<file path="src/rtl/dda_pkg.sv">
// Shared types and constants for the DDA line rasteriser.
package dda_pkg;

	localparam int COORD_BITS = 6;
	localparam int COLOR_BITS = 32;

	typedef struct packed {
		logic [COORD_BITS-1:0] start_x;
		logic [COORD_BITS-1:0] start_y;
		logic [COORD_BITS-1:0] end_x;
		logic [COORD_BITS-1:0] end_y;
		logic [COLOR_BITS-1:0] line_color;
	} line_t;

	typedef struct packed {
		logic [COORD_BITS-1:0] pixel_x;
		logic [COORD_BITS-1:0] pixel_y;
		logic [COLOR_BITS-1:0] pixel_color;
		logic                  last_pixel;
	} pixel_t;

	typedef struct packed {
		logic load;
		logic set_inc;
		logic advance;
	} axis_ctrl_t;

endpackage

</file>
<file path="src/rtl/dda_line_rasterizer_unit.sv">
// Top level of the DDA line rasteriser: sequencer, shared divider and output register.
//
//  channel  | signals                          | carries
//  ---------+----------------------------------+------------------------------
//  line     | line_valid, line_ready, line     | one segment and its colour
//  pixel    | pixel_valid, pixel_ready, pixel  | one pixel, last flag on final
//
//  A segment runs through the serial divider (x then y increment, one
//  quotient bit a cycle), then emits its pixels, one per cycle unless the output stalls.
//  Zero-length segments skip the divider and emit the start pixel only.
//  line_ready is high only while the sequencer is idle.
//  A stalled pixel holds in the output register; emission resumes when taken.
//  Reset clears the sequencer and the output valid.
module dda_line_rasterizer_unit #(
	parameter int FRAC_BITS = 16
) (
	input  logic             clk,
	input  logic             arst_n,
	input  logic             line_valid,
	output logic             line_ready,
	input  dda_pkg::line_t   line,
	output logic             pixel_valid,
	input  logic             pixel_ready,
	output dda_pkg::pixel_t  pixel
);
	import dda_pkg::*;

	typedef enum logic [3:0] {
		ST_IDLE  = 4'b0001,
		ST_DIV_X = 4'b0010,
		ST_DIV_Y = 4'b0100,
		ST_EMIT  = 4'b1000
	} state_t;

	state_t st_q, st_d;

	logic [COORD_BITS-1:0] ady_q;
	logic [COORD_BITS-1:0] steps_q;
	logic [COORD_BITS-1:0] remain_q;
	logic [COLOR_BITS-1:0] color_q;
	logic                  out_valid_q;
	pixel_t                pixel_q;

	logic                  line_fire;
	logic                  emit_fire;
	logic                  out_free;
	logic                  xneg, yneg;
	logic [COORD_BITS-1:0] adx, ady, steps;

	logic                  div_start;
	logic                  div_done;
	logic [COORD_BITS-1:0] div_dividend;
	logic [COORD_BITS-1:0] div_divisor;
	logic [FRAC_BITS:0]    div_quotient;

	axis_ctrl_t            x_ctrl, y_ctrl;
	logic [COORD_BITS-1:0] x_coord, y_coord;

	assign line_ready  = (st_q == ST_IDLE);
	assign line_fire   = line_valid && line_ready;
	assign out_free    = !out_valid_q || pixel_ready;
	assign emit_fire   = (st_q == ST_EMIT) && out_free;
	assign pixel_valid = out_valid_q;
	assign pixel       = pixel_q;

	assign xneg  = (line.end_x < line.start_x);
	assign yneg  = (line.end_y < line.start_y);
	assign adx   = xneg ? (line.start_x - line.end_x) : (line.end_x - line.start_x);
	assign ady   = yneg ? (line.start_y - line.end_y) : (line.end_y - line.start_y);
	assign steps = (adx > ady) ? adx : ady;

	assign div_start    = (line_fire && (steps != '0)) || ((st_q == ST_DIV_X) && div_done);
	assign div_dividend = (st_q == ST_IDLE) ? adx : ady_q;
	assign div_divisor  = (st_q == ST_IDLE) ? steps : steps_q;

	assign x_ctrl = '{load: line_fire,
		set_inc: (st_q == ST_DIV_X) && div_done,
		advance: emit_fire};
	assign y_ctrl = '{load: line_fire,
		set_inc: (st_q == ST_DIV_Y) && div_done,
		advance: emit_fire};

	dda_div #(.FRAC_BITS(FRAC_BITS)) u_div (
		.clk      (clk),
		.arst_n   (arst_n),
		.start    (div_start),
		.dividend (div_dividend),
		.divisor  (div_divisor),
		.done     (div_done),
		.quotient (div_quotient)
	);

	dda_axis #(.FRAC_BITS(FRAC_BITS)) u_axis_x (
		.clk    (clk),
		.arst_n (arst_n),
		.ctrl   (x_ctrl),
		.start  (line.start_x),
		.neg    (xneg),
		.inc    (div_quotient),
		.coord  (x_coord)
	);

	dda_axis #(.FRAC_BITS(FRAC_BITS)) u_axis_y (
		.clk    (clk),
		.arst_n (arst_n),
		.ctrl   (y_ctrl),
		.start  (line.start_y),
		.neg    (yneg),
		.inc    (div_quotient),
		.coord  (y_coord)
	);

	always_comb begin
		st_d = st_q;
		case (st_q)
			ST_IDLE: begin
				if (line_fire) begin
					st_d = (steps == '0) ? ST_EMIT : ST_DIV_X;
				end
			end
			ST_DIV_X: begin
				if (div_done) begin
					st_d = ST_DIV_Y;
				end
			end
			ST_DIV_Y: begin
				if (div_done) begin
					st_d = ST_EMIT;
				end
			end
			ST_EMIT: begin
				if (emit_fire && (remain_q == COORD_BITS'(1))) begin
					st_d = ST_IDLE;
				end
			end
			default: begin
				st_d = ST_IDLE;
			end
		endcase
	end

	always_ff @(posedge clk or negedge arst_n) begin
		if (!arst_n) begin
			st_q        <= ST_IDLE;
			out_valid_q <= 1'b0;
			remain_q    <= '0;
		end else begin
			st_q <= st_d;
			if (out_free) begin
				out_valid_q <= (st_q == ST_EMIT);
			end
			if (line_fire) begin
				remain_q <= (steps == '0) ? COORD_BITS'(1) : steps;
			end else if (emit_fire) begin
				remain_q <= remain_q - COORD_BITS'(1);
			end
		end
	end

	always_ff @(posedge clk) begin
		if (line_fire) begin
			ady_q   <= ady;
			steps_q <= steps;
			color_q <= line.line_color;
		end
		if (emit_fire) begin
			pixel_q <= '{pixel_x: x_coord,
				pixel_y: y_coord,
				pixel_color: color_q,
				last_pixel: (remain_q == COORD_BITS'(1))};
		end
	end

endmodule

</file>
<file path="src/rtl/dda_div.sv">
// Serial restoring divider: one quotient bit per cycle, shared by both axes.
module dda_div #(
	parameter int FRAC_BITS = 16
) (
	input  logic                           clk,
	input  logic                           arst_n,
	input  logic                           start,
	input  logic [dda_pkg::COORD_BITS-1:0] dividend,
	input  logic [dda_pkg::COORD_BITS-1:0] divisor,
	output logic                           done,
	output logic [FRAC_BITS:0]             quotient
);
	import dda_pkg::*;

	localparam int CW = $clog2(FRAC_BITS + 1);

	logic [COORD_BITS-1:0] rem_q;
	logic [COORD_BITS-1:0] div_q;
	logic [FRAC_BITS:0]    quo_q;
	logic [CW-1:0]         cnt_q;
	logic                  busy_q;

	logic                  first;
	logic [COORD_BITS:0]   trial;
	logic [COORD_BITS:0]   diff;
	logic                  ge;
	logic [COORD_BITS-1:0] rem_next;

	assign first    = (cnt_q == CW'(FRAC_BITS));
	assign trial    = first ? {1'b0, rem_q} : {rem_q, 1'b0};
	assign diff     = trial - {1'b0, div_q};
	assign ge       = (trial >= {1'b0, div_q});
	assign rem_next = ge ? diff[COORD_BITS-1:0] : trial[COORD_BITS-1:0];
	assign quotient = {quo_q[FRAC_BITS-1:0], ge};
	assign done     = busy_q && (cnt_q == '0);

	always_ff @(posedge clk or negedge arst_n) begin
		if (!arst_n) begin
			busy_q <= 1'b0;
			cnt_q  <= '0;
		end else if (start) begin
			busy_q <= 1'b1;
			cnt_q  <= CW'(FRAC_BITS);
		end else if (busy_q) begin
			if (cnt_q == '0) begin
				busy_q <= 1'b0;
			end else begin
				cnt_q <= cnt_q - CW'(1);
			end
		end
	end

	always_ff @(posedge clk) begin
		if (start) begin
			rem_q <= dividend;
			div_q <= divisor;
			quo_q <= '0;
		end else if (busy_q) begin
			rem_q <= rem_next;
			quo_q <= quotient;
		end
	end

endmodule

</file>
<file path="src/rtl/dda_axis.sv">
// One axis of the rasteriser: fixed-point position, increment and rounding.
module dda_axis #(
	parameter int FRAC_BITS = 16
) (
	input  logic                           clk,
	input  logic                           arst_n,
	input  dda_pkg::axis_ctrl_t            ctrl,
	input  logic [dda_pkg::COORD_BITS-1:0] start,
	input  logic                           neg,
	input  logic [FRAC_BITS:0]             inc,
	output logic [dda_pkg::COORD_BITS-1:0] coord
);
	import dda_pkg::*;

	localparam int PW = COORD_BITS + FRAC_BITS;
	localparam logic [PW-1:0] HALF = PW'(1) << (FRAC_BITS - 1);

	logic [PW-1:0]      pos_q;
	logic [FRAC_BITS:0] inc_q;
	logic               neg_q;
	logic [PW-1:0]      inc_ext;
	logic [PW-1:0]      round_sum;

	assign inc_ext   = PW'(inc_q);
	assign round_sum = pos_q + HALF;
	assign coord     = round_sum[PW-1:FRAC_BITS];

	always_ff @(posedge clk or negedge arst_n) begin
		if (!arst_n) begin
			pos_q <= '0;
			inc_q <= '0;
			neg_q <= 1'b0;
		end else if (ctrl.load) begin
			pos_q <= {start, {FRAC_BITS{1'b0}}};
			inc_q <= '0;
			neg_q <= neg;
		end else begin
			if (ctrl.set_inc) begin
				inc_q <= inc;
			end
			if (ctrl.advance) begin
				pos_q <= neg_q ? (pos_q - inc_ext) : (pos_q + inc_ext);
			end
		end
	end

endmodule

</file>
<file path="config.mk">
export PLATFORM = sky130hd
export DESIGN_NAME = dda_line_rasterizer_unit
export DESIGN_NICKNAME = d
export VERILOG_FILES = /design/src/rtl/dda_pkg.sv /design/src/rtl/dda_line_rasterizer_unit.sv /design/src/rtl/dda_div.sv /design/src/rtl/dda_axis.sv
export SDC_FILE = /design/constraint.sdc
export NUM_CORES = 1
export LEC_CHECK = 0
export BUFFER_PORTS_ARGS = -buffer_cell sky130_fd_sc_hd__buf_2
export CAP_MARGIN = 20
export CORE_UTILIZATION = 40
export DETAILED_ROUTE_END_ITERATION = 7
export HOLD_SLACK_MARGIN = 0.03
export PLACE_DENSITY = 0.67
export SYNTH_ARGS = -nofsm -noshare
export SYNTH_HDL_FRONTEND = slang
export SYNTH_SLANG_ARGS = --single-unit
</file>
<file path="constraint.sdc">
create_clock -name clk -period 8.29 [get_ports clk]
set_clock_uncertainty 0.05 [all_clocks]
set_input_delay 1.658 -clock clk [delete_from_list [all_inputs] [get_ports clk]]
set_output_delay 1.658 -clock clk [all_outputs]
set_load 0.1 [all_outputs]
</file>
==> out/metrics.cfg <==
[layout]
finalNonFillerCells=1709
area_growth_pct=13.9
drive_above_1_share_pct=13.6
final_util_pct=46.5
seqCellArea_mm2=0.00578
fill_cells=2725
layout_common_cells=nand2_1 (120), buf_2 (105), edfxtp_1 (101)
multi_input_area_mm2=0.00590
diodes=0
final_common_cell=nand2_1
fin_nets=1453

[synthesis]
ys_ff_latch=214
synthesis.nets=1354
avgSynthCellArea_um2=10.1
synth.yosys.seq_area_share_pct=47.7
synth_top_area_share_pct=25.0
yosys_warnings=0
dominantRegCellSynth=edfxtp_1
ys_types=69
synth_area_leaders=edfxtp_1 (25%), dfrtp_1 (20%), ha_1 (8.6%), xnor2_1 (4.5%), a21oi_1 (3.9%)
synth_top_cell_by_area=edfxtp_1
synth_edf_count=101
syn_inst=1204
netlist_area_mm2=0.0121
synthArstFlopShare_pct=45.3

[timing]
finalSetupTns_ns=0
hold_viol_final=0
period_needed_ns=5.73
setup_ws_ns=2.56
fmax_mhz=175
drv_slew=0
min_period_over_period_pct=69.1
rsz0062_at_grt=false
worst_pin_slew_ns=0.956
setup_violations=0
max_slew_margin_pct=36.2

[cts]
htree_num_levels=1
root_buffer=clkbuf_16
post_cts_buffers=0
clock_path_buffers=3
cts_hold_buf=0
post_cts_resized=0
numCtsBuffers=23
insertion_delay_ns=0.50
clock-sinks=214
clkSlewWorstSetupHoldPaths_ns=0.06
cts_tree=built

[job]
drv_cap=0

[floorplan]
die_h_um=176
die_width_um=176
initial_core_util_pct=40.8
die_area_mm2=0.0310
core_mm2=0.0297
rows=63
boundaryPins=107

[pwr]
peakVddDrop_mv=0.178
pwr-share-seq_pct=31.9
power.density_mw_per_mm2=352
combPwrFrac_pct=47.2
cell_internal_pwr_uw=2990
swShare_pct=38.5
pwr-share-clk_pct=20.9
finalPower_uw=4860
switching_power_uw=1870
p_leak_uw=0.00599

[critical_path]
critPathSlowestCell=fa_1
end_kind=register
crit_top_cell=inv_1
critical-path-max-stage-delay_ns=0.37
start_kind=input pin
path_max_fanout=33
arrival_ns=5.94
crit_chain=buf_2 > inv_1 > ha_1 > inv_1 > fa_1 > nand2_1 > a21oi_2 > o21a_1 > nor2_1 > mux2i_1 > xor2_1 > inv_1 > ha_1 > and3_1 > a221oi_1 > o21ai_0 > o21ai_0 > buf_4 > mux2_4 > a21o_1 > buf_4 > mux2_4
path_class=in2reg
critPathRequiredTime_ns=8.50

[global_route]
first_global_vias=8738
antenna_found_initial=0
overflow=0
grt_pass1_wl_um=43200
grt.total_usage_pct=16.9
grt_max_degree=81

[route]
wl_per_cell_um=15.2
remaining_drc_errors=0
vias_per_cell=5.27
postRouteAntennaNets=0
num_vias=8998
routed_wl_um=26000
first_pass_iters=5
drtIter0Drc=372

[outcome]
status=completed

[placed_design]
hpwlAfterDp_um=18800
dpl.cell_count=1667
port_buffers=106
gp_congestion=0.844
post-place-ws_ns=2.09

[hold_path]
holdCritPathClass=reg2reg

==> stage by stage <==
step,hold slack [ns],cell area [um2]
after floorplan,0.350,12100
after global placement,0.350,13000
after detailed placement,0.355,13100
after CTS,0.363,13800
after global routing,0.370,13800
final,0.361,13800
==> cell usage after synthesis (all sizes together), types with 7 or more instances <==
master / count
and3: 10
buf: 10
a31oi: 7
nor3: 26
ha: 83
clkbuf: 32
xor2: 28
nor2: 87
xnor2: 63
nand3: 53
a22oi: 10
inv: 76
dfxtp: 16
fa: 7
nand2b: 17
a21o: 34
nand2: 121
edfxtp: 101
mux2i: 37
mux2: 13
a21oi: 97
o21ai: 80
nor2b: 7
dfrtp: 96
a211oi: 9
==> cells by family after synthesis <==
family	after synthesis	synth area share (%)
fa+ha+maj	90	9.72
compound gates	282	14.1
buf+inv	118	3.84
simple gates	359	13.8
mux	50	4.32
flops	214	47.7
xor+xnor	91	6.57
==> routing by layer <==
layer | track usage [%] | share of wire, % | vias to the layer above
li1 | - | - | 4492
met1 | 23.8 | 47 | 4244
met2 | 27.6 | 45 | 224
met3 | 2.13 | 5.6 | 38
met4 | 4.28 | 1.8 | 0
met5 | 0 | 0 | -
==> worst max-delay path: cells and delay by family <==
family | cells | cell delay, ns
and+or+nand+nor | 3 | 0.62
AOI/OAI and AO/OA | 6 | 0.88
adders and majority gates | 3 | 0.81
muxes | 3 | 0.95
xor gates and xnor gates | 1 | 0.25
buffers and inverters | 6 | 0.79
==> state kept, by name (all words and copies together) (netlist names), 16 cells and up <==
name / count
u_axis_x.pos_q: 22
u_div.quo_q: 16
u_axis_y.inc_q: 17
pixel: 45
u_axis_y.pos_q: 22
u_axis_x.inc_q: 17
color_q: 32
==> path summary, 6_finish.rpt <==
kind	startpoint	to	slack [ns]	cells past startpoint
worst max-delay path	line[38]	u_div.rem_q[0]$_DFFE_PP_	2.56	22
min in group asynchronous	arst_n	u_axis_y.pos_q[5]$_DFFE_PN0P_	1.12	1
worst min register to register	color_q[16]$_DFFE_PP_	pixel[17]$_DFFE_PP_	0.36	0
worst max register to register	u_div.cnt_q[0]$_DFFE_PN0P_	u_div.rem_q[5]$_DFFE_PP_	3.76	17
worst min-delay path	color_q[16]$_DFFE_PP_	pixel[17]$_DFFE_PP_	0.36	0
max in group asynchronous	arst_n	u_axis_x.pos_q[3]$_DFFE_PN0P_	5.98	2
==> power groups by stage <==
stage / logic (uW) / clock network, uW / registers (uW)
after floorplan: 1870 / 0 / 1490
after global routing: 2570 / 1080 / 1570
final: 2300 / 1020 / 1550
after detailed placement: 2280 / 0 / 1570
after CTS: 2300 / 1050 / 1550
after global placement: 2240 / 0 / 1560
==> final cells by class <==
type | count | area share, %
multi-input cells | 872 | 42.7
flip-flops and latches | 214 | 41.8
clock buffers | 31 | 4.60
repair buffers | 116 | 4.47
well taps | 390 | 3.53
inverters | 76 | 2.07
clock inverters | 10 | 0.824
Power figures use the tool's default switching activity.
